<file path="src/hw/rtl/i2cm_pkg.sv">
`timescale 1ns / 1ps
`default_nettype none
// ----------------------------------------------------------------------------
// i2cm_pkg
// Shared types and constants of the I2C register access master: command
// codes, sequencer phases, transfer stages, status codes and the words that
// travel between the front end and the bus engine.
// ----------------------------------------------------------------------------
package i2cm_pkg;

    // burst and write queue sizing
    localparam int MAX_BURST = 16;
    localparam int BURST_W   = $clog2(MAX_BURST + 1);
    localparam int QIDX_W    = $clog2(MAX_BURST);

    // configuration register indexes
    localparam logic [1:0] CFG_DEV_ADDR = 2'd0;
    localparam logic [1:0] CFG_QUARTER  = 2'd1;
    localparam logic [1:0] CFG_AUTO_INC = 2'd2;

    // bit seven of the register address marks auto increment on reads
    localparam logic [7:0] AUTO_INC_MASK = 8'h80;

    typedef enum logic [1:0] {
        CMD_TICK  = 2'd0,
        CMD_QUEUE = 2'd1,
        CMD_WRITE = 2'd2,
        CMD_READ  = 2'd3
    } t_cmd;

    typedef enum logic [1:0] {
        ST_OK   = 2'd0,
        ST_NACK = 2'd1,
        ST_BUSY = 2'd2
    } t_status;

    typedef enum logic [4:0] {
        PH_IDLE       = 5'd0,
        PH_START_A    = 5'd1,
        PH_START_B    = 5'd2,
        PH_START_C    = 5'd3,
        PH_BIT_LOW    = 5'd4,
        PH_BIT_SET    = 5'd5,
        PH_BIT_HIGH   = 5'd6,
        PH_ACK_LOW    = 5'd7,
        PH_ACK_REL    = 5'd8,
        PH_ACK_HIGH   = 5'd9,
        PH_ACK_SAMPLE = 5'd10,
        PH_RS_SDA     = 5'd11,
        PH_RB_LOW     = 5'd12,
        PH_RB_HIGH    = 5'd13,
        PH_RB_SAMPLE  = 5'd14,
        PH_AK_LOW     = 5'd15,
        PH_AK_SET     = 5'd16,
        PH_AK_HIGH    = 5'd17,
        PH_AK_END     = 5'd18,
        PH_STOP_A     = 5'd19,
        PH_STOP_B     = 5'd20,
        PH_STOP_C     = 5'd21,
        PH_STOP_D     = 5'd22
    } t_phase;

    typedef enum logic [2:0] {
        STG_ADDR_W = 3'd0,
        STG_REG    = 3'd1,
        STG_ADDR_R = 3'd2,
        STG_WDATA  = 3'd3,
        STG_RDATA  = 3'd4
    } t_stage;

    // classified input word
    typedef struct packed {
        t_cmd               cmd;
        logic               sda;
        logic [7:0]         reg_addr;
        logic [BURST_W-1:0] burst_len;
        logic [7:0]         wbyte;
    } t_item;

    // result word
    typedef struct packed {
        logic       scl;
        logic       sda;
        logic [7:0] rbyte;
        logic       rvalid;
        logic       last;
        logic       done;
        t_status    status;
        logic       busy;
    } t_result;

endpackage
`default_nettype wire

</file>
<file path="src/hw/rtl/i2c_master_register_access_top.sv">
// A pushed word is held in the front queue, and its result word in the result queue.
// Throughput: one word per clock on both sides unless a queue fills or pop stalls; every word gives one result.
// The bus engine retires one word per cycle unless the result queue is full; a bus
// step waits for as many tick words as the quarter period register holds.
// Reset (i_rst_n low, synchronous): both queues empty, bus idle, SCL and SDA
// released, configuration at its reset values, write byte queue empty.
`timescale 1ns / 1ps
`default_nettype none
// ----------------------------------------------------------------------------
// i2c_master_register_access_top
// Bit-level I2C master for device register reads and writes, with a
// classifying front end and a bus engine joined by a short word queue.
// ----------------------------------------------------------------------------
module i2c_master_register_access_top (
    input  wire logic        i_clk,
    input  wire logic        i_rst_n,
    // configuration
    input  wire logic        i_cfg_we,
    input  wire logic [1:0]  i_cfg_addr,
    input  wire logic [7:0]  i_cfg_wdata,
    // input words
    input  wire logic        push,
    output logic             full,
    input  wire logic [1:0]  i_command,
    input  wire logic        i_sda_in,
    input  wire logic [7:0]  i_reg_addr,
    input  wire logic [4:0]  i_burst_length,
    input  wire logic [7:0]  i_write_byte,
    // result words
    output logic             empty,
    input  wire logic        pop,
    output logic             o_scl_out,
    output logic             o_sda_out,
    output logic [7:0]       o_read_byte,
    output logic             o_read_valid,
    output logic             o_last_byte,
    output logic             o_done_res,
    output logic [1:0]       o_status,
    output logic             o_busy_res
);
    import i2cm_pkg::*;

    t_item    w_item;
    logic     w_item_valid;
    logic     w_take;
    t_result  w_res;
    logic     w_res_valid;

    // front end: accept and classify
    i2cm_front u_front (
        .i_clk          (i_clk),
        .i_rst_n        (i_rst_n),
        .i_push         (push),
        .i_command      (i_command),
        .i_sda_in       (i_sda_in),
        .i_reg_addr     (i_reg_addr),
        .i_burst_length (i_burst_length),
        .i_write_byte   (i_write_byte),
        .o_full         (full),
        .o_item         (w_item),
        .o_valid        (w_item_valid),
        .i_take         (w_take)
    );

    // bus engine and result queue
    i2cm_engine u_engine (
        .i_clk       (i_clk),
        .i_rst_n     (i_rst_n),
        .i_cfg_we    (i_cfg_we),
        .i_cfg_addr  (i_cfg_addr),
        .i_cfg_wdata (i_cfg_wdata),
        .i_item      (w_item),
        .i_valid     (w_item_valid),
        .o_take      (w_take),
        .o_res       (w_res),
        .o_res_valid (w_res_valid),
        .i_res_pop   (pop)
    );

    // result ports
    assign empty        = !w_res_valid;
    assign o_scl_out    = w_res.scl;
    assign o_sda_out    = w_res.sda;
    assign o_read_byte  = w_res.rbyte;
    assign o_read_valid = w_res.rvalid;
    assign o_last_byte  = w_res.last;
    assign o_done_res   = w_res.done;
    assign o_status     = w_res.status;
    assign o_busy_res   = w_res.busy;

endmodule
`default_nettype wire

</file>
<file path="src/hw/rtl/i2cm_front.sv">
`timescale 1ns / 1ps
`default_nettype none
// ----------------------------------------------------------------------------
// i2cm_front
// Accepts input words, classifies them (saturates the burst length) and
// holds them in a two-entry queue until the bus engine takes them.
// ----------------------------------------------------------------------------
module i2cm_front (
    input  wire logic                  i_clk,
    input  wire logic                  i_rst_n,
    input  wire logic                  i_push,
    input  wire logic [1:0]            i_command,
    input  wire logic                  i_sda_in,
    input  wire logic [7:0]            i_reg_addr,
    input  wire logic [4:0]            i_burst_length,
    input  wire logic [7:0]            i_write_byte,
    output logic                       o_full,
    output i2cm_pkg::t_item            o_item,
    output logic                       o_valid,
    input  wire logic                  i_take
);
    import i2cm_pkg::*;

    t_item       r_q [2];
    logic        r_wr_ptr;
    logic        r_rd_ptr;
    logic [1:0]  r_cnt;
    logic        n_wr_ptr;
    logic        n_rd_ptr;
    logic [1:0]  n_cnt;
    t_item       w_item;
    logic        w_push;
    logic        w_pop;

    // classify the incoming word
    always_comb begin
        w_item.cmd      = t_cmd'(i_command);
        w_item.sda      = i_sda_in;
        w_item.reg_addr = i_reg_addr;
        w_item.wbyte    = i_write_byte;
        if (i_burst_length == '0) begin
            w_item.burst_len = BURST_W'(1);
        end else if (BURST_W'(i_burst_length) > BURST_W'(MAX_BURST)) begin
            w_item.burst_len = BURST_W'(MAX_BURST);
        end else begin
            w_item.burst_len = BURST_W'(i_burst_length);
        end
    end

    assign w_push  = i_push && !o_full;
    assign w_pop   = i_take && o_valid;
    assign o_full  = (r_cnt == 2'd2);
    assign o_valid = (r_cnt != 2'd0);
    assign o_item  = r_q[r_rd_ptr];

    // queue pointers
    always_comb begin
        n_wr_ptr = w_push ? ~r_wr_ptr : r_wr_ptr;
        n_rd_ptr = w_pop ? ~r_rd_ptr : r_rd_ptr;
        n_cnt    = r_cnt + {1'b0, w_push} - {1'b0, w_pop};
    end

    always_ff @(posedge i_clk) begin
        if (!i_rst_n) begin
            r_wr_ptr <= 1'b0;
            r_rd_ptr <= 1'b0;
            r_cnt    <= 2'd0;
        end else begin
            r_wr_ptr <= n_wr_ptr;
            r_rd_ptr <= n_rd_ptr;
            r_cnt    <= n_cnt;
        end
    end

    // queue storage
    always_ff @(posedge i_clk) begin
        if (w_push) begin
            r_q[r_wr_ptr] <= w_item;
        end
    end

endmodule
`default_nettype wire

</file>
<file path="src/hw/rtl/i2cm_engine.sv">
`timescale 1ns / 1ps
`default_nettype none
// ----------------------------------------------------------------------------
// i2cm_engine
// Bus engine: configuration registers, write byte queue, the pin level
// sequencer and a two-entry result queue towards the consumer.
// ----------------------------------------------------------------------------
module i2cm_engine (
    input  wire logic                  i_clk,
    input  wire logic                  i_rst_n,
    input  wire logic                  i_cfg_we,
    input  wire logic [1:0]            i_cfg_addr,
    input  wire logic [7:0]            i_cfg_wdata,
    input  i2cm_pkg::t_item            i_item,
    input  wire logic                  i_valid,
    output logic                       o_take,
    output i2cm_pkg::t_result          o_res,
    output logic                       o_res_valid,
    input  wire logic                  i_res_pop
);
    import i2cm_pkg::*;

    // configuration
    logic [6:0]          r_dev_addr;
    logic [7:0]          r_quarter;
    logic                r_auto_inc;

    // sequencer state
    t_phase              r_phase,   n_phase;
    t_stage              r_stage,   n_stage;
    logic [3:0]          r_bit_cnt, n_bit_cnt;
    logic [BURST_W-1:0]  r_byte_cnt, n_byte_cnt;
    logic [7:0]          r_shift,   n_shift;
    logic [7:0]          r_delay,   n_delay;
    logic [BURST_W-1:0]  r_fill,    n_fill;
    logic                r_scl,     n_scl;
    logic                r_sda,     n_sda;
    logic                r_is_read, n_is_read;
    logic [7:0]          r_reg,     n_reg;
    logic [BURST_W-1:0]  r_burst,   n_burst;
    t_status             r_pend,    n_pend;

    // write byte queue
    logic [7:0]          r_wq [MAX_BURST];

    // result queue
    t_result             r_res_q [2];
    logic                r_res_wr;
    logic                r_res_rd;
    logic [1:0]          r_res_cnt;

    logic                w_take;
    logic                w_tick;
    logic                w_step;
    logic [8:0]          w_dly_inc;
    logic [7:0]          w_quarter;
    logic [BURST_W-1:0]  w_byte_inc;
    logic [BURST_W-1:0]  w_ld_cnt;
    logic [7:0]          w_ld_byte;
    logic                w_last_rd;
    logic                w_sda_in;
    logic                w_qwrite;
    logic                w_res_pop;
    t_result             w_res;

    assign w_res_pop  = i_res_pop && o_res_valid;
    assign o_take     = (r_res_cnt != 2'd2) || w_res_pop;
    assign w_take     = o_take && i_valid;
    assign w_sda_in   = i_item.sda;
    assign w_tick     = w_take && (i_item.cmd == CMD_TICK) && (r_phase != PH_IDLE);
    assign w_quarter  = (r_quarter == 8'd0) ? 8'd1 : r_quarter;
    assign w_dly_inc  = {1'b0, r_delay} + 9'd1;
    assign w_step     = w_tick && (w_dly_inc >= {1'b0, w_quarter});
    assign w_byte_inc = r_byte_cnt + BURST_W'(1);
    assign w_last_rd  = (w_byte_inc >= r_burst);
    assign w_qwrite   = w_take && (i_item.cmd == CMD_QUEUE) && (r_phase == PH_IDLE)
                        && (r_fill < BURST_W'(MAX_BURST));

    // next data byte: unqueued positions send zero
    assign w_ld_cnt  = (r_stage == STG_WDATA) ? w_byte_inc : r_byte_cnt;
    assign w_ld_byte = (w_ld_cnt < r_fill) ? r_wq[w_ld_cnt[QIDX_W-1:0]] : 8'h00;

    // next state of the sequencer
    always_comb begin
        n_phase    = r_phase;
        n_stage    = r_stage;
        n_bit_cnt  = r_bit_cnt;
        n_byte_cnt = r_byte_cnt;
        n_shift    = r_shift;
        n_delay    = r_delay;
        n_fill     = r_fill;
        n_scl      = r_scl;
        n_sda      = r_sda;
        n_is_read  = r_is_read;
        n_reg      = r_reg;
        n_burst    = r_burst;
        n_pend     = r_pend;

        if (w_qwrite) begin
            n_fill = r_fill + BURST_W'(1);
        end

        if (w_take && (r_phase == PH_IDLE)
                && ((i_item.cmd == CMD_WRITE) || (i_item.cmd == CMD_READ))) begin
            n_burst    = i_item.burst_len;
            n_reg      = i_item.reg_addr;
            n_is_read  = (i_item.cmd == CMD_READ);
            n_stage    = STG_ADDR_W;
            n_byte_cnt = '0;
            n_bit_cnt  = 4'd0;
            n_shift    = 8'h00;
            n_delay    = 8'd0;
            n_pend     = ST_OK;
            n_phase    = PH_START_A;
        end

        if (w_tick) begin
            n_delay = w_step ? 8'd0 : w_dly_inc[7:0];
        end

        if (w_step) begin
            case (r_phase)
                PH_START_A: begin
                    n_scl   = 1'b1;
                    n_sda   = 1'b1;
                    n_phase = PH_START_B;
                end
                PH_START_B: begin
                    if (!w_sda_in) begin
                        if (r_stage == STG_ADDR_R) begin
                            n_pend  = ST_BUSY;
                            n_phase = PH_STOP_A;
                        end else begin
                            n_phase = PH_IDLE;
                            if (!r_is_read) n_fill = '0;
                        end
                    end else begin
                        n_sda   = 1'b0;
                        n_phase = PH_START_C;
                    end
                end
                PH_START_C: begin
                    if (w_sda_in) begin
                        if (r_stage == STG_ADDR_R) begin
                            n_pend  = ST_BUSY;
                            n_phase = PH_STOP_A;
                        end else begin
                            n_sda   = 1'b1;
                            n_phase = PH_IDLE;
                            if (!r_is_read) n_fill = '0;
                        end
                    end else begin
                        n_shift   = {r_dev_addr, (r_stage == STG_ADDR_R)};
                        n_bit_cnt = 4'd0;
                        n_phase   = PH_BIT_LOW;
                    end
                end
                PH_BIT_LOW: begin
                    n_scl   = 1'b0;
                    n_phase = PH_BIT_SET;
                end
                PH_BIT_SET: begin
                    n_sda   = r_shift[7];
                    n_shift = {r_shift[6:0], 1'b0};
                    n_phase = PH_BIT_HIGH;
                end
                PH_BIT_HIGH: begin
                    n_scl     = 1'b1;
                    n_bit_cnt = r_bit_cnt + 4'd1;
                    n_phase   = (r_bit_cnt >= 4'd7) ? PH_ACK_LOW : PH_BIT_LOW;
                end
                PH_ACK_LOW: begin
                    n_scl   = 1'b0;
                    n_phase = PH_ACK_REL;
                end
                PH_ACK_REL: begin
                    n_sda   = 1'b1;
                    n_phase = PH_ACK_HIGH;
                end
                PH_ACK_HIGH: begin
                    n_scl   = 1'b1;
                    n_phase = PH_ACK_SAMPLE;
                end
                PH_ACK_SAMPLE: begin
                    n_scl = 1'b0;
                    if (w_sda_in) begin
                        n_pend  = ST_NACK;
                        n_phase = PH_STOP_B;
                    end else begin
                        case (r_stage)
                            STG_ADDR_W: begin
                                n_stage   = STG_REG;
                                n_shift   = (r_is_read && r_auto_inc)
                                            ? (r_reg | AUTO_INC_MASK) : r_reg;
                                n_bit_cnt = 4'd0;
                                n_phase   = PH_BIT_LOW;
                            end
                            STG_REG: begin
                                if (r_is_read) begin
                                    n_stage = STG_ADDR_R;
                                    n_phase = PH_RS_SDA;
                                end else if (r_byte_cnt < r_burst) begin
                                    n_stage   = STG_WDATA;
                                    n_shift   = w_ld_byte;
                                    n_bit_cnt = 4'd0;
                                    n_phase   = PH_BIT_LOW;
                                end else begin
                                    n_pend  = ST_OK;
                                    n_phase = PH_STOP_B;
                                end
                            end
                            STG_ADDR_R: begin
                                n_stage   = STG_RDATA;
                                n_shift   = 8'h00;
                                n_bit_cnt = 4'd0;
                                n_phase   = PH_RB_LOW;
                            end
                            default: begin
                                n_byte_cnt = w_byte_inc;
                                if (w_byte_inc < r_burst) begin
                                    n_stage   = STG_WDATA;
                                    n_shift   = w_ld_byte;
                                    n_bit_cnt = 4'd0;
                                    n_phase   = PH_BIT_LOW;
                                end else begin
                                    n_pend  = ST_OK;
                                    n_phase = PH_STOP_B;
                                end
                            end
                        endcase
                    end
                end
                PH_RS_SDA: begin
                    n_sda   = 1'b1;
                    n_phase = PH_START_A;
                end
                PH_RB_LOW: begin
                    n_scl   = 1'b0;
                    n_sda   = 1'b1;
                    n_phase = PH_RB_HIGH;
                end
                PH_RB_HIGH: begin
                    n_scl   = 1'b1;
                    n_phase = PH_RB_SAMPLE;
                end
                PH_RB_SAMPLE: begin
                    n_shift   = {r_shift[6:0], w_sda_in};
                    n_bit_cnt = r_bit_cnt + 4'd1;
                    n_phase   = (r_bit_cnt < 4'd7) ? PH_RB_LOW : PH_AK_LOW;
                end
                PH_AK_LOW: begin
                    n_scl   = 1'b0;
                    n_phase = PH_AK_SET;
                end
                PH_AK_SET: begin
                    // nack on the final byte, ack otherwise
                    n_sda   = w_last_rd;
                    n_phase = PH_AK_HIGH;
                end
                PH_AK_HIGH: begin
                    n_scl   = 1'b1;
                    n_phase = PH_AK_END;
                end
                PH_AK_END: begin
                    n_scl      = 1'b0;
                    n_byte_cnt = w_byte_inc;
                    if (w_last_rd) begin
                        n_pend  = ST_OK;
                        n_phase = PH_STOP_B;
                    end else begin
                        n_shift   = 8'h00;
                        n_bit_cnt = 4'd0;
                        n_phase   = PH_RB_LOW;
                    end
                end
                PH_STOP_A: begin
                    n_scl   = 1'b0;
                    n_phase = PH_STOP_B;
                end
                PH_STOP_B: begin
                    n_sda   = 1'b0;
                    n_phase = PH_STOP_C;
                end
                PH_STOP_C: begin
                    n_scl   = 1'b1;
                    n_phase = PH_STOP_D;
                end
                PH_STOP_D: begin
                    n_sda   = 1'b1;
                    n_phase = PH_IDLE;
                    if (!r_is_read) n_fill = '0;
                end
                default: begin
                    n_phase = PH_IDLE;
                end
            endcase
        end
    end

    // result word for the item being taken
    always_comb begin
        w_res.scl    = n_scl;
        w_res.sda    = n_sda;
        w_res.busy   = (n_phase != PH_IDLE);
        w_res.rvalid = w_step && (r_phase == PH_RB_SAMPLE) && (r_bit_cnt >= 4'd7);
        w_res.rbyte  = w_res.rvalid ? {r_shift[6:0], w_sda_in} : 8'h00;
        w_res.last   = w_res.rvalid && w_last_rd;
        w_res.done   = 1'b0;
        w_res.status = ST_OK;
        if (w_step) begin
            case (r_phase)
                PH_STOP_D: begin
                    w_res.done   = 1'b1;
                    w_res.status = r_pend;
                end
                PH_START_B: begin
                    if (!w_sda_in && (r_stage != STG_ADDR_R)) begin
                        w_res.done   = 1'b1;
                        w_res.status = ST_BUSY;
                    end
                end
                PH_START_C: begin
                    if (w_sda_in && (r_stage != STG_ADDR_R)) begin
                        w_res.done   = 1'b1;
                        w_res.status = ST_BUSY;
                    end
                end
                default: begin
                    w_res.done = 1'b0;
                end
            endcase
        end
    end

    // control registers
    always_ff @(posedge i_clk) begin
        if (!i_rst_n) begin
            r_dev_addr <= 7'd0;
            r_quarter  <= 8'd1;
            r_auto_inc <= 1'b1;
            r_phase    <= PH_IDLE;
            r_stage    <= STG_ADDR_W;
            r_bit_cnt  <= 4'd0;
            r_byte_cnt <= '0;
            r_shift    <= 8'h00;
            r_delay    <= 8'd0;
            r_fill     <= '0;
            r_scl      <= 1'b1;
            r_sda      <= 1'b1;
            r_is_read  <= 1'b0;
            r_reg      <= 8'h00;
            r_burst    <= '0;
            r_pend     <= ST_OK;
        end else begin
            if (i_cfg_we) begin
                case (i_cfg_addr)
                    CFG_DEV_ADDR: r_dev_addr <= i_cfg_wdata[6:0];
                    CFG_QUARTER:  r_quarter  <= i_cfg_wdata;
                    CFG_AUTO_INC: r_auto_inc <= i_cfg_wdata[0];
                    default:      r_auto_inc <= r_auto_inc;
                endcase
            end
            r_phase    <= n_phase;
            r_stage    <= n_stage;
            r_bit_cnt  <= n_bit_cnt;
            r_byte_cnt <= n_byte_cnt;
            r_shift    <= n_shift;
            r_delay    <= n_delay;
            r_fill     <= n_fill;
            r_scl      <= n_scl;
            r_sda      <= n_sda;
            r_is_read  <= n_is_read;
            r_reg      <= n_reg;
            r_burst    <= n_burst;
            r_pend     <= n_pend;
        end
    end

    // write byte queue storage
    always_ff @(posedge i_clk) begin
        if (w_qwrite) begin
            r_wq[r_fill[QIDX_W-1:0]] <= i_item.wbyte;
        end
    end

    // result queue
    assign o_res_valid = (r_res_cnt != 2'd0);
    assign o_res       = r_res_q[r_res_rd];

    always_ff @(posedge i_clk) begin
        if (!i_rst_n) begin
            r_res_wr  <= 1'b0;
            r_res_rd  <= 1'b0;
            r_res_cnt <= 2'd0;
        end else begin
            if (w_take) r_res_wr <= ~r_res_wr;
            if (w_res_pop) r_res_rd <= ~r_res_rd;
            r_res_cnt <= r_res_cnt + {1'b0, w_take} - {1'b0, w_res_pop};
        end
    end

    always_ff @(posedge i_clk) begin
        if (w_take) begin
            r_res_q[r_res_wr] <= w_res;
        end
    end

endmodule
`default_nettype wire

</file>
<file path="config.mk">
export PLATFORM = sky130hd
export DESIGN_NAME = i2c_master_register_access_top
export DESIGN_NICKNAME = d
export VERILOG_FILES = /design/src/hw/rtl/i2cm_pkg.sv /design/src/hw/rtl/i2c_master_register_access_top.sv /design/src/hw/rtl/i2cm_front.sv /design/src/hw/rtl/i2cm_engine.sv
export SDC_FILE = /design/constraint.sdc
export NUM_CORES = 1
export LEC_CHECK = 0
export ABC_AREA = 1
export BUFFER_PORTS_ARGS = -buffer_cell sky130_fd_sc_hd__buf_2
export CAP_MARGIN = 5
export CELL_PAD_IN_SITES_DETAIL_PLACEMENT = 0
export CELL_PAD_IN_SITES_GLOBAL_PLACEMENT = 1
export CORE_ASPECT_RATIO = 0.75
export CORE_MARGIN = 2
export CORE_UTILIZATION = 39
export CTS_CLUSTER_DIAMETER = 30
export DETAILED_ROUTE_END_ITERATION = 7
export HOLD_SLACK_MARGIN = 0.08
export PLACE_DENSITY = 0.74
export SLEW_MARGIN = 20
export SYNTH_ARGS = -nofsm -noshare
export SYNTH_HDL_FRONTEND = slang
export SYNTH_SLANG_ARGS = --single-unit
</file>
<file path="constraint.sdc">
create_clock -name i_clk -period 3.2 [get_ports i_clk]
set_input_delay 0.16 -clock i_clk [delete_from_list [all_inputs] [get_ports i_clk]]
set_output_delay 0.16 -clock i_clk [all_outputs]
set_load 0.01 [all_outputs]
</file>
==> metrics.md, run 1 <==
| Metric | Value |
|---|---|
| Share of cells above drive strength 1 | `roughly 15%` |
| CTS Buffer Depth | `3` |
| Core area | `34400 sq um` |
| Area after DPL | `14500 sq um` |
| Busiest layer in global routing | `met1` |
| Critical Path AT | `3400 ps` |
| CTS HTree Levels | `2` |
| Status | `complete, no violations` |
| Yosys top cell area share | `46.2%` |
| Post-route ant nets | `0` |
| Min-Delay Path Class | `in2reg` |
| CP endpoint kind | `flip-flop` |
| Tmin final | `2960 ps` |
| Syn_area_per_cell | `9.44 sq um` |
| Initial drt markers | `1028` |
| Tcrit/Tclk final | `92.5%` |
| Grt met1 use | `30.6%` |
| Final setup violation count | `0` |
| Vias | `10700` |
| Worst setup SP type | `flip-flop` |
| GRT met2 Usage | `27.3%` |
| Post-Syn Nets | `roughly 1500` |
| Sequential fraction of the synthesis area | `58.3%` |
| Clk slew on worst S/H paths | `50 ps` |
| P_sw | `3.78 mW` |
| Worst-path fanout max | `5` |
| Leak Pwr | `between 6 and 7 nW` |
| Area Overhead vs Synth | `24.5%` |
| Number of global-route vias before repair | `9896` |
| CTS tree | `yes` |
| Pre-antenna DRT Iters | `5` |
| Post-synth ARST share | `0%` |
| VDD IR-drop max | `0.768 mV` |
| DRC | `0` |
| Post-synthesis register bit count | `290` |
| Detailed Route WL | `approximately 36000 um` |
| Sw Share | `a little under 30%` |
| Initial antenna violation count | `1` |
| EDFF count, synth | `~210` |
| Wire per inst | `17.0 um` |
| Skew-Pair Late Insertion Delay | `580 ps` |
| Pwr per Cell Area | `763 nW/um^2` |
| Gpl congestion | `0.926` |
| Hold path start | `i_cfg_addr[1]` |
| Root Driver | `clkbuf_16` |
| Max reg flops | `128` |
| Site row count | `just under 60` |
| Leading cell types in the layout, fill and taps excluded | `nand2_1, edfxtp_1, nand3_1, nor2_1, inv_1` |
| Slew HR | `46.8%` |
| First-pass GRT wire length | `around 55000 um` |
| Combinational share of power | `around 17%` |
| Setup WS post-layout | `approximately 240 ps` |
| Synth warn | `0` |
| Clock power frac | `roughly 45%` |
| Worst Skew | `33.0 ps` |
| Hold-critical path depth | `5` |
| Global routing usage on met3 | `3.50%` |
| Design area | `16800 sq um` |
| Area of the mapped netlist | `between 10000 and 15000 sq um` |
| Final hold slack | `127 ps` |
| Via-to-Cell Ratio | `5.12` |
| Grt ovf | `0` |
| Top cells by area, synth | `edfxtp_1, dfxtp_1, nand2_1, nand3_1, nor2_1` |
| Hold Vio Cnt, Final | `0` |
| Part of the power in registers | `37.9%` |
| Placed insts | `1941` |
| Least-Margin Pin Slew | `797 ps` |
| Clk sinks | `290` |
| Cell taking the most area after synthesis | `edfxtp_1` |
| Chip width | `219 um` |
| Reg-to-reg slack, setup | `240 ps` |
| Power Internal | `9.07 mW` |
| Total track usage | `19.5%` |
| I/O pins | `57` |
| Pins Over Slew Limit | `0` |
| MaxCap Viol Count | `0` |
| Post-synth cell types | `46` |
| End of the worst hold path | `u_engine.r_dev_addr[1]` |
| Most common cell after layout, fill and taps aside | `nand2_1` |
| DP Worst Slack | `97.4 ps` |
| N_diodes | `0` |
| Synth Instances | `1433` |
| TritonCTS buffer count | `55` |
| R2R Path End | `u_engine.r_bit_cnt[0]` |
| Worst r2r src | `u_engine.r_byte_cnt[1]` |
| Critical path required time | `3640 ps` |
| I/O Buffers | `56` |
| Final HPWL DP | `about 24000 um` |
| Die Footprint | `36200 sq um` |
| Fmax | `0.338 GHz` |
| Largest net degree at the start of global routing | `66` |
| Worst reg2reg path depth | `15` |
| Initial cell density of the core | `39.3%` |
| Finished Layout Cells | `roughly 2100` |
| Prevailing post-synth register cell | `edfxtp_1` |
| Kind of critical path | `reg2reg` |
| Nets | `1657` |
| Die height | `165 um` |
==> synthesized netlist by cell type, types with 2 or more instances <==
library cell / count
a211oi_1: 5
a21oi_1: 83
a21oi_2: 5
a31oi_1: 18
a32o_1: 2
buf_2: 20
buf_4: 8
buf_6: 3
clkbuf_1: 22
dfxtp_1: 82
edfxtp_1: 208
ha_1: 33
inv_1: 120
inv_2: 3
mux2_2: 16
mux2i_1: 2
nand2_1: 329
nand3_1: 176
nand3b_1: 3
nand4_1: 12
nor2_1: 131
nor3_1: 10
nor4_1: 3
o2111ai_1: 2
o211ai_1: 14
o21ai_0: 80
o21ai_2: 3
o221ai_1: 8
xor2_1: 15
==> cell type report <==
| class | instances | area, sq um |
|---|---|---|
| clock buffer | 61 | 1410 |
| timing repair buffer | 150 | 1090 |
| multi-input combinational | 964 | 4920 |
| fill | 3164 | 17600 |
| inverter | 124 | 469 |
| sequential | 290 | 7890 |
| clock inverter | 41 | 485 |
| tap | 457 | 572 |
==> stage by stage <==
stage / TNS [ps] / total power [mW] / utilization [%]
2_1_floorplan: 0 / 6.24 / -
4_1_cts: 0 / 12.9 / 48.7
3_5_place_dp: 0 / 7.10 / 42.1
5_1_grt: -0.609 / 13.4 / 48.9
6_report: 0 / 12.8 / 48.9
3_3_place_gp: 0 / 7.06 / 42.1
==> how the worst max path moves through the flow <==
stage | end | start | slack (ps)
floorplan | u_engine.r_res_q[0][0] | u_engine.r_delay[0] | 540
global placement | u_engine.r_res_q[0][0] | u_engine.r_byte_cnt[1] | 220
detailed placement | u_engine.r_res_q[0][0] | u_engine.r_byte_cnt[1] | 100
CTS | u_engine.r_res_q[1][0] | u_engine.r_byte_cnt[1] | 50
global route | u_engine.r_res_q[1][0] | u_engine.r_delay[0] | -0.3
finish | u_engine.r_bit_cnt[0] | u_engine.r_byte_cnt[1] | 240
==> worst max-delay path, cell delays in order, from the launching register on <==
cell and delay [ps]:
dfxtp_1 400, ha_1 210, nand3_1 120, xor2_2 180, inv_1 60, ha_1 310
nand2_1 110, nor2_1 50, nand2_1 50, o211ai_1 180, nand2_2 170, inv_1 100
o21ai_0 240, nand4_1 280, o211ai_1 260, a21oi_1 90
==> timing repair <==
action	4_1_cts	5_1_grt
hold buffers	38	0
endpoints found under the setup margin	0	38
hold endpoints to repair	65	0
gates resized for setup	0	8
buffers inserted	0	6
==> cell families (layout without fill, tap and decap cells) <==
group,Yosys count,in the layout,share of synthesized area [%]
adders and majority gates,33,33,3.05
DFF,290,290,58.3
muxes,18,18,1.48
and+or+nand+nor,672,672,21.0
AOI/OAI and AO/OA,225,225,9.52
buffers and inverters,179,376,5.55
xor gates and xnor gates,16,16,1.04
==> per-layer routing <==
metal / wire (um) / part of all wire [%]
met3: 2390 / 6.7
met4: 686 / 1.9
met1: 17900 / 50
met2: 14600 / 41
met5: 18 / 0.051
==> power by group through the flow <==
| stage | Sequential (mW) | Combinational [mW] | Clock, mW |
|---|---|---|---|
| 2_1_floorplan | 4.82 | 1.42 | 0 |
| 3_3_place_gp | 4.93 | 2.14 | 0 |
| 3_5_place_dp | 4.94 | 2.16 | 0 |
| 4_1_cts | 4.87 | 2.21 | 5.82 |
| 5_1_grt | 4.90 | 2.50 | 6.02 |
| 6_report | 4.87 | 2.22 | 5.75 |
No activity file was read; power rests on OpenSTA's default activity.
==> inputs of run 2 (changes only) <==
CORE_UTILIZATION = 48   (was 39)
PLACE_DENSITY = 0.86   (was 0.74)
==> metrics.md, run 2 (same netlist as run 1, synthesis figures left out) <==
| Metric | Value |
|---|---|
| Final HPWL DP | `23600 um (+0.19%)` |
| Hold-critical path depth | `4 (-1)` |
| Initial drt markers | `1312 (+28%)` |
| Critical path required time | `3490 ps (-150 ps)` |
| Total track usage | `24.4% (+4.8 points)` |
| CTS Buffer Depth | `3 (unchanged)` |
| Design area | `16700 sq um (-0.98%)` |
| Die height | `149 um (-9.6%)` |
| Grt ovf | `0 (unchanged)` |
| Pwr per Cell Area | `764 nW/um^2 (about the same)` |
| Area after DPL | `14400 sq um (-0.52%)` |
| Tmin final | `3020 ps (+56.4 ps)` |
| Initial antenna violation count | `1 (unchanged)` |
| Largest net degree at the start of global routing | `50 (-24%)` |
| Share of cells above drive strength 1 | `15.0% (-0.30 points)` |
| Die Footprint | `29500 sq um (-18%)` |
| Max reg flops | `128 (unchanged)` |
| Chip width | `198 um (-9.7%)` |
| Most common cell after layout, fill and taps aside | `nand2_1` |
| Via-to-Cell Ratio | `5.50 (+7.4%)` |
| Initial cell density of the core | `48.5% (+9.2 points)` |
| CTS tree | `yes` |
| First-pass GRT wire length | `55900 um (+1.8%)` |
| Slew HR | `42.2% (-4.6 points)` |
| CP endpoint kind | `flip-flop` |
| Leading cell types in the layout, fill and taps excluded | `nand2_1, edfxtp_1, nand3_1, nor2_1, inv_1` |
| DRC | `0 (unchanged)` |
| Post-route ant nets | `0 (unchanged)` |
| Core area | `27900 sq um (-19%)` |
| Skew-Pair Late Insertion Delay | `570 ps (about the same)` |
| Worst reg2reg path depth | `15 (unchanged)` |
| Setup TNS | `0 ps (unchanged)` |
| Clk slew on worst S/H paths | `50 ps (about the same)` |
| Crit-path max cell delay | `410 ps (about the same)` |
| Placed insts | `1846 (-4.9%)` |
| Root Driver | `clkbuf_16` |
| Critical Path, Cell by Cell | `ha_1 > nand3_1 > xor2_1 > inv_1 > ha_1 > nand2_1 > nor2_1 > nand2_1 > o211ai_1 > nor2_2 > nor2_1 > nor3_1 > a21oi_1 > a21oi_1 > nand3_1` |
| Detailed Route WL | `35900 um (+0.89%)` |
| Gpl congestion | `0.960 (+3.7%)` |
| Hold Vio Cnt, Final | `0 (unchanged)` |
| Least-Margin Pin Slew | `861 ps (+63.2 ps)` |
| Tcrit/Tclk final | `94.3% (+1.8 points)` |
| Site row count | `53 (-10%)` |
| I/O pins | `57 (unchanged)` |
| VDD IR-drop max | `0.682 mV (-11%)` |
| Final hold slack | `220 ps (+92.3 ps)` |
| Worst-path fanout max | `5 (unchanged)` |
| Number of global-route vias before repair | `10200 (+2.8%)` |
| Nets | `1656 (-0.060%)` |
| TritonCTS buffer count | `53 (-3.6%)` |
| Kind of critical path | `reg2reg` |
| Wire per inst | `18.1 um (+6.0%)` |
| Min-Delay Path Class | `in2reg` |
| CTS HTree Levels | `2 (unchanged)` |
| Setup WS post-layout | `183 ps (-56.4 ps)` |
| Final Util | `59.9% (+11 points)` |
| Area Overhead vs Synth | `23.3%` |
| MaxCap Viol Count | `0 (unchanged)` |
| Vias | `10900 (+2.2%)` |
| Fmax | `0.331 GHz (-1.9%)` |
| Final setup violation count | `0 (unchanged)` |
| Worst Skew | `26.1 ps (-6.90 ps)` |
| Pins Over Slew Limit | `0 (unchanged)` |
| Critical Path AT | `3310 ps (-90 ps)` |
| Total power | `12.7 mW (-0.89%)` |
| DP Worst Slack | `129 ps (+31.8 ps)` |
| Worst path slowest cell | `dfxtp_1` |
| Clk sinks | `290 (unchanged)` |
| I/O Buffers | `56 (unchanged)` |
| Leak Pwr | `6.68 nW (+0.16%)` |
| Status | `complete, no violations` |
| Pre-antenna DRT Iters | `5 (unchanged)` |
| Worst setup SP type | `flip-flop` |
| Finished Layout Cells | `1987 (-4.8%)` |
run 2: cell count changes in the layout (fill, tap and decap cells not counted), sizes merged:
cell | previous run | this run
clkbuf | 61 | 67
clkinvlp | 8 | 4
inv | 131 | 129
buf | 112 | 113
clkinv | 20 | 19
diode | 0 | 1
dlygate4sd3 | 38 | 37
run 2: final cells by class:
class	instances	area (sq um)
Sequential cell	290	7890
Timing Repair Buffer	150	1110
Clock inverter	33	412
Inverter	124	469
Timing Repair inverter	1	7.51
Fill cell	2305	11200
Multi-Input combinational cell	964	4910
Antenna cell	1	2.50
Tap cell	357	447
Clock buffer	67	1430
run 2: final timing paths:
path | startpoint | endpoint | slack [ps]
setup / recovery | u_engine.r_byte_cnt[1] | u_engine.r_res_q[0][0] | 180
hold / removal | i_rst_n | u_engine.r_res_cnt[0] | 220
setup reg to reg | u_engine.r_byte_cnt[1] | u_engine.r_res_q[0][0] | 180
hold reg to reg | u_engine.r_res_rd | u_engine.r_res_rd | 450
run 2: report_power, final:
| part | internal, mW | leakage (nW) | switching, mW |
|---|---|---|---|
| registers | 4.66 | 2.57 | 0.205 |
| logic | 0.689 | 3.22 | 1.56 |
| clock network | 3.68 | 0.896 | 1.94 |
| total | 9.04 | 6.68 | 3.70 |
run 2: what timing repair did:
| action | 4_1_cts | 5_1_grt |
|---|---|---|
| buffers inserted | 0 | 2 |
| endpoints found under the setup margin | 0 | 35 |
| hold endpoints to repair | 65 | 0 |
| gates resized for setup | 0 | 8 |
| hold buffers | 37 | 0 |
run 2: worst max-delay path: cells and delay by family (launching register included):
family                   cells  cell delay [ps]
buffers and inverters        1               70
XOR/XNOR                     1              220
adder cells (fa/ha/maj)      2              520
flip-flops                   1              410
AND/OR/NAND/NOR              8             1100
AO/OA/AOI/OAI                3              440
run 2: metal layers:
layer  global-route usage [%]  part of all wire [%]  up-vias
li1                         -                     -     5289
met1                     38.3                    48     5152
met3                     4.50                   8.6       36
met2                     34.4                    41      453
met4                     6.20                   1.6        0
met5                        0                     0        -
==> inputs of run 3 (changes only) <==
CORE_MARGIN = 1.5   (was 2)
RECOVER_POWER = 25   (was unset)
==> metrics.md, run 3 (same netlist as run 1, synthesis figures left out) <==
| Metric | Value |
|---|---|
| Core area | `27300 sq um (-1.9%)` |
| Post-route ant nets | `0 (unchanged)` |
| Detailed Route WL | `35200 um (-1.8%)` |
| Hold Vio Cnt, Final | `0 (unchanged)` |
| Hold path start | `push` |
| Share of cells above drive strength 1 | `13.1% (-1.9 points)` |
| Number of global-route vias before repair | `10100 (-0.32%)` |
| Global routing usage on met3 | `5.12% (+0.63 points)` |
| Clk slew on worst S/H paths | `50 ps (about the same)` |
| CTS HTree Levels | `2 (unchanged)` |
| Reg-to-reg slack, setup | `230 ps (+40 ps)` |
| Critical Path AT | `3410 ps (+100 ps)` |
| Wire per inst | `17.9 um (-1.0%)` |
| Slew HR | `8.40% (-34 points)` |
| Grt met1 use | `37.6% (-0.65 points)` |
| Max reg flops | `128 (unchanged)` |
| Sw Share | `28.8% (-0.21 points)` |
| Die height | `148 um (-0.67%)` |
| First-pass GRT wire length | `55300 um (-1.0%)` |
| Status | `complete, no violations` |
| Critical path required time | `3630 ps (+140 ps)` |
| Kind of critical path | `reg2reg` |
| R2R Path End | `u_engine.r_sda` |
| Total track usage | `24.3% (-0.11 points)` |
| Power Internal | `8.99 mW (-0.54%)` |
| I/O pins | `57 (unchanged)` |
| Worst setup SP type | `flip-flop` |
| Least-Margin Pin Slew | `1370 ps (+513 ps)` |
| Placed insts | `1833 (-0.70%)` |
| Tcrit/Tclk final | `92.9% (-1.3 points)` |
| Area of the multi-input gates | `4910 sq um (about the same)` |
| Pre-antenna DRT Iters | `5 (unchanged)` |
| I/O Buffers | `56 (unchanged)` |
| Vias | `10900 (-0.21%)` |
| CP endpoint kind | `flip-flop` |
| Initial antenna violation count | `1 (unchanged)` |
| Combinational share of power | `17.7% (about the same)` |
| Pwr per Cell Area | `764 nW/um^2 (about the same)` |
| CTS Buffer Depth | `3 (unchanged)` |
| Leading cell types in the layout, fill and taps excluded | `nand2_1, edfxtp_1, nand3_1, nor2_1, inv_1` |
| Design area | `16500 sq um (-0.91%)` |
| Worst Skew | `18.8 ps (-7.29 ps)` |
| N_diodes | `0 (-1)` |
| CP startpoint | `u_engine.r_byte_cnt[1]` |
| Area after DPL | `14300 sq um (-0.50%)` |
| CTS tree | `yes` |
| P_sw | `3.64 mW (-1.5%)` |
| Register area | `7890 sq um (unchanged)` |
| Total power | `12.6 mW (-0.83%)` |
| Worst-path fanout max | `5 (unchanged)` |
| End of the worst hold path | `u_front.r_wr_ptr` |
| Final Util | `60.4% (+0.60 points)` |
| Worst reg2reg path depth | `17 (+2)` |
| Nets | `1651 (-0.30%)` |
| Tmin final | `2970 ps (-43.0 ps)` |
| Initial cell density of the core | `49.5% (+0.93 points)` |
| TritonCTS buffer count | `51 (-3.8%)` |
| VDD IR-drop max | `0.651 mV (-4.5%)` |
| Skew-Pair Late Insertion Delay | `560 ps (about the same)` |
| Final setup violation count | `0 (unchanged)` |
| Site row count | `52 (-1.9%)` |
| Hold-critical path depth | `5 (+1)` |
| GRT met2 Usage | `34.3% (-0.18 points)` |
| Initial drt markers | `991 (-24%)` |
| DRC | `0 (unchanged)` |
| Area Overhead vs Synth | `22.2%` |
| Largest net degree at the start of global routing | `66 (+32%)` |
| Gpl congestion | `0.928 (-3.3%)` |
| Setup TNS | `0 ps (unchanged)` |
| Clk sinks | `290 (unchanged)` |
| Die Footprint | `29200 sq um (-1.2%)` |
| Leak Pwr | `6.55 nW (-2.0%)` |
| Min-Delay Path Class | `in2reg` |
| Fmax | `0.336 GHz (+1.4%)` |
| Part of the power in registers | `38.7% (+0.5 points)` |
| Clock power frac | `43.7% (-0.4 points)` |
| Grt ovf | `0 (unchanged)` |
| Worst r2r src | `u_engine.r_byte_cnt[1]` |
| Final HPWL DP | `23500 um (-0.54%)` |
| Most common cell after layout, fill and taps aside | `nand2_1` |
| Root Driver | `clkbuf_16` |
| Busiest layer in global routing | `met1` |
| Via-to-Cell Ratio | `5.53 (+0.55%)` |
| Finished Layout Cells | `1972 (-0.75%)` |
| MaxCap Viol Count | `0 (unchanged)` |
| Fill count | `2312 (+0.30%)` |
| Chip width | `197 um (-0.51%)` |
| Pins Over Slew Limit | `0 (unchanged)` |
-- run 3: stage by stage --
step                setup WS (ps)  hold WS, ps
floorplan                     543          259
CTS                           111          114
detailed placement            137          351
finish                        226          138
global route                -30.7          180
global placement              276          347
-- run 3: how the worst max path moves through the flow --
stage,endpoint,slack (ps),cells after the start
after floorplan,u_engine.r_res_q[0][0],540,15
after global placement,u_engine.r_res_q[0][0],280,15
after detailed placement,u_engine.r_res_q[1][7],140,16
after CTS,u_engine.r_res_q[1][7],110,16
after global routing,u_engine.r_res_q[0][0],-30,15
final,u_engine.r_sda,230,17
-- run 3: final cells by class --
cell class,count,share of cell area (%)
clock inverters,33,2.50
repair buffers,148,6.26
multi-input cells,964,29.7
inverters,124,2.86
clock buffers,62,8.23
well taps,351,2.66
flip-flops and latches,290,47.8
-- run 3: routing by layer --
metal,up-vias,part of all wire [%]
li1,5261,-
met1,5169,49
met2,415,41
met3,60,8.1
met4,2,1.8
met5,-,0.034
-- run 3: power groups by stage --
stage	Combinational, mW	Sequential (mW)	Clock [mW]
after floorplan	1.42	4.82	0
after global placement	2.07	4.92	0
after detailed placement	2.11	4.94	0
after CTS	2.17	4.87	5.57
after global routing	2.47	4.91	5.75
final	2.23	4.88	5.51
-- run 3: critical path, stage by stage (launching register included) --
cell	delay [ps]
dfxtp_1	400
ha_1	210
nand3_1	120
xor2_2	180
inv_1	60
ha_1	310
nand2_1	110
nor2_1	50
nand2_1	50
o211ai_1	150
nor2_2	280
buf_4	170
o2bb2ai_1	60
nor3_1	140
nand2_1	70
nand2_1	60
o21ai_0	130
or2_2	300
-- run 3: timing repair --
item                                    4_1_cts  5_1_grt
buffers inserted                              0        6
resized for setup                             0        7
hold buffers                                 38        0
endpoints found under the setup margin        0       40
hold endpoints to repair                     65        0
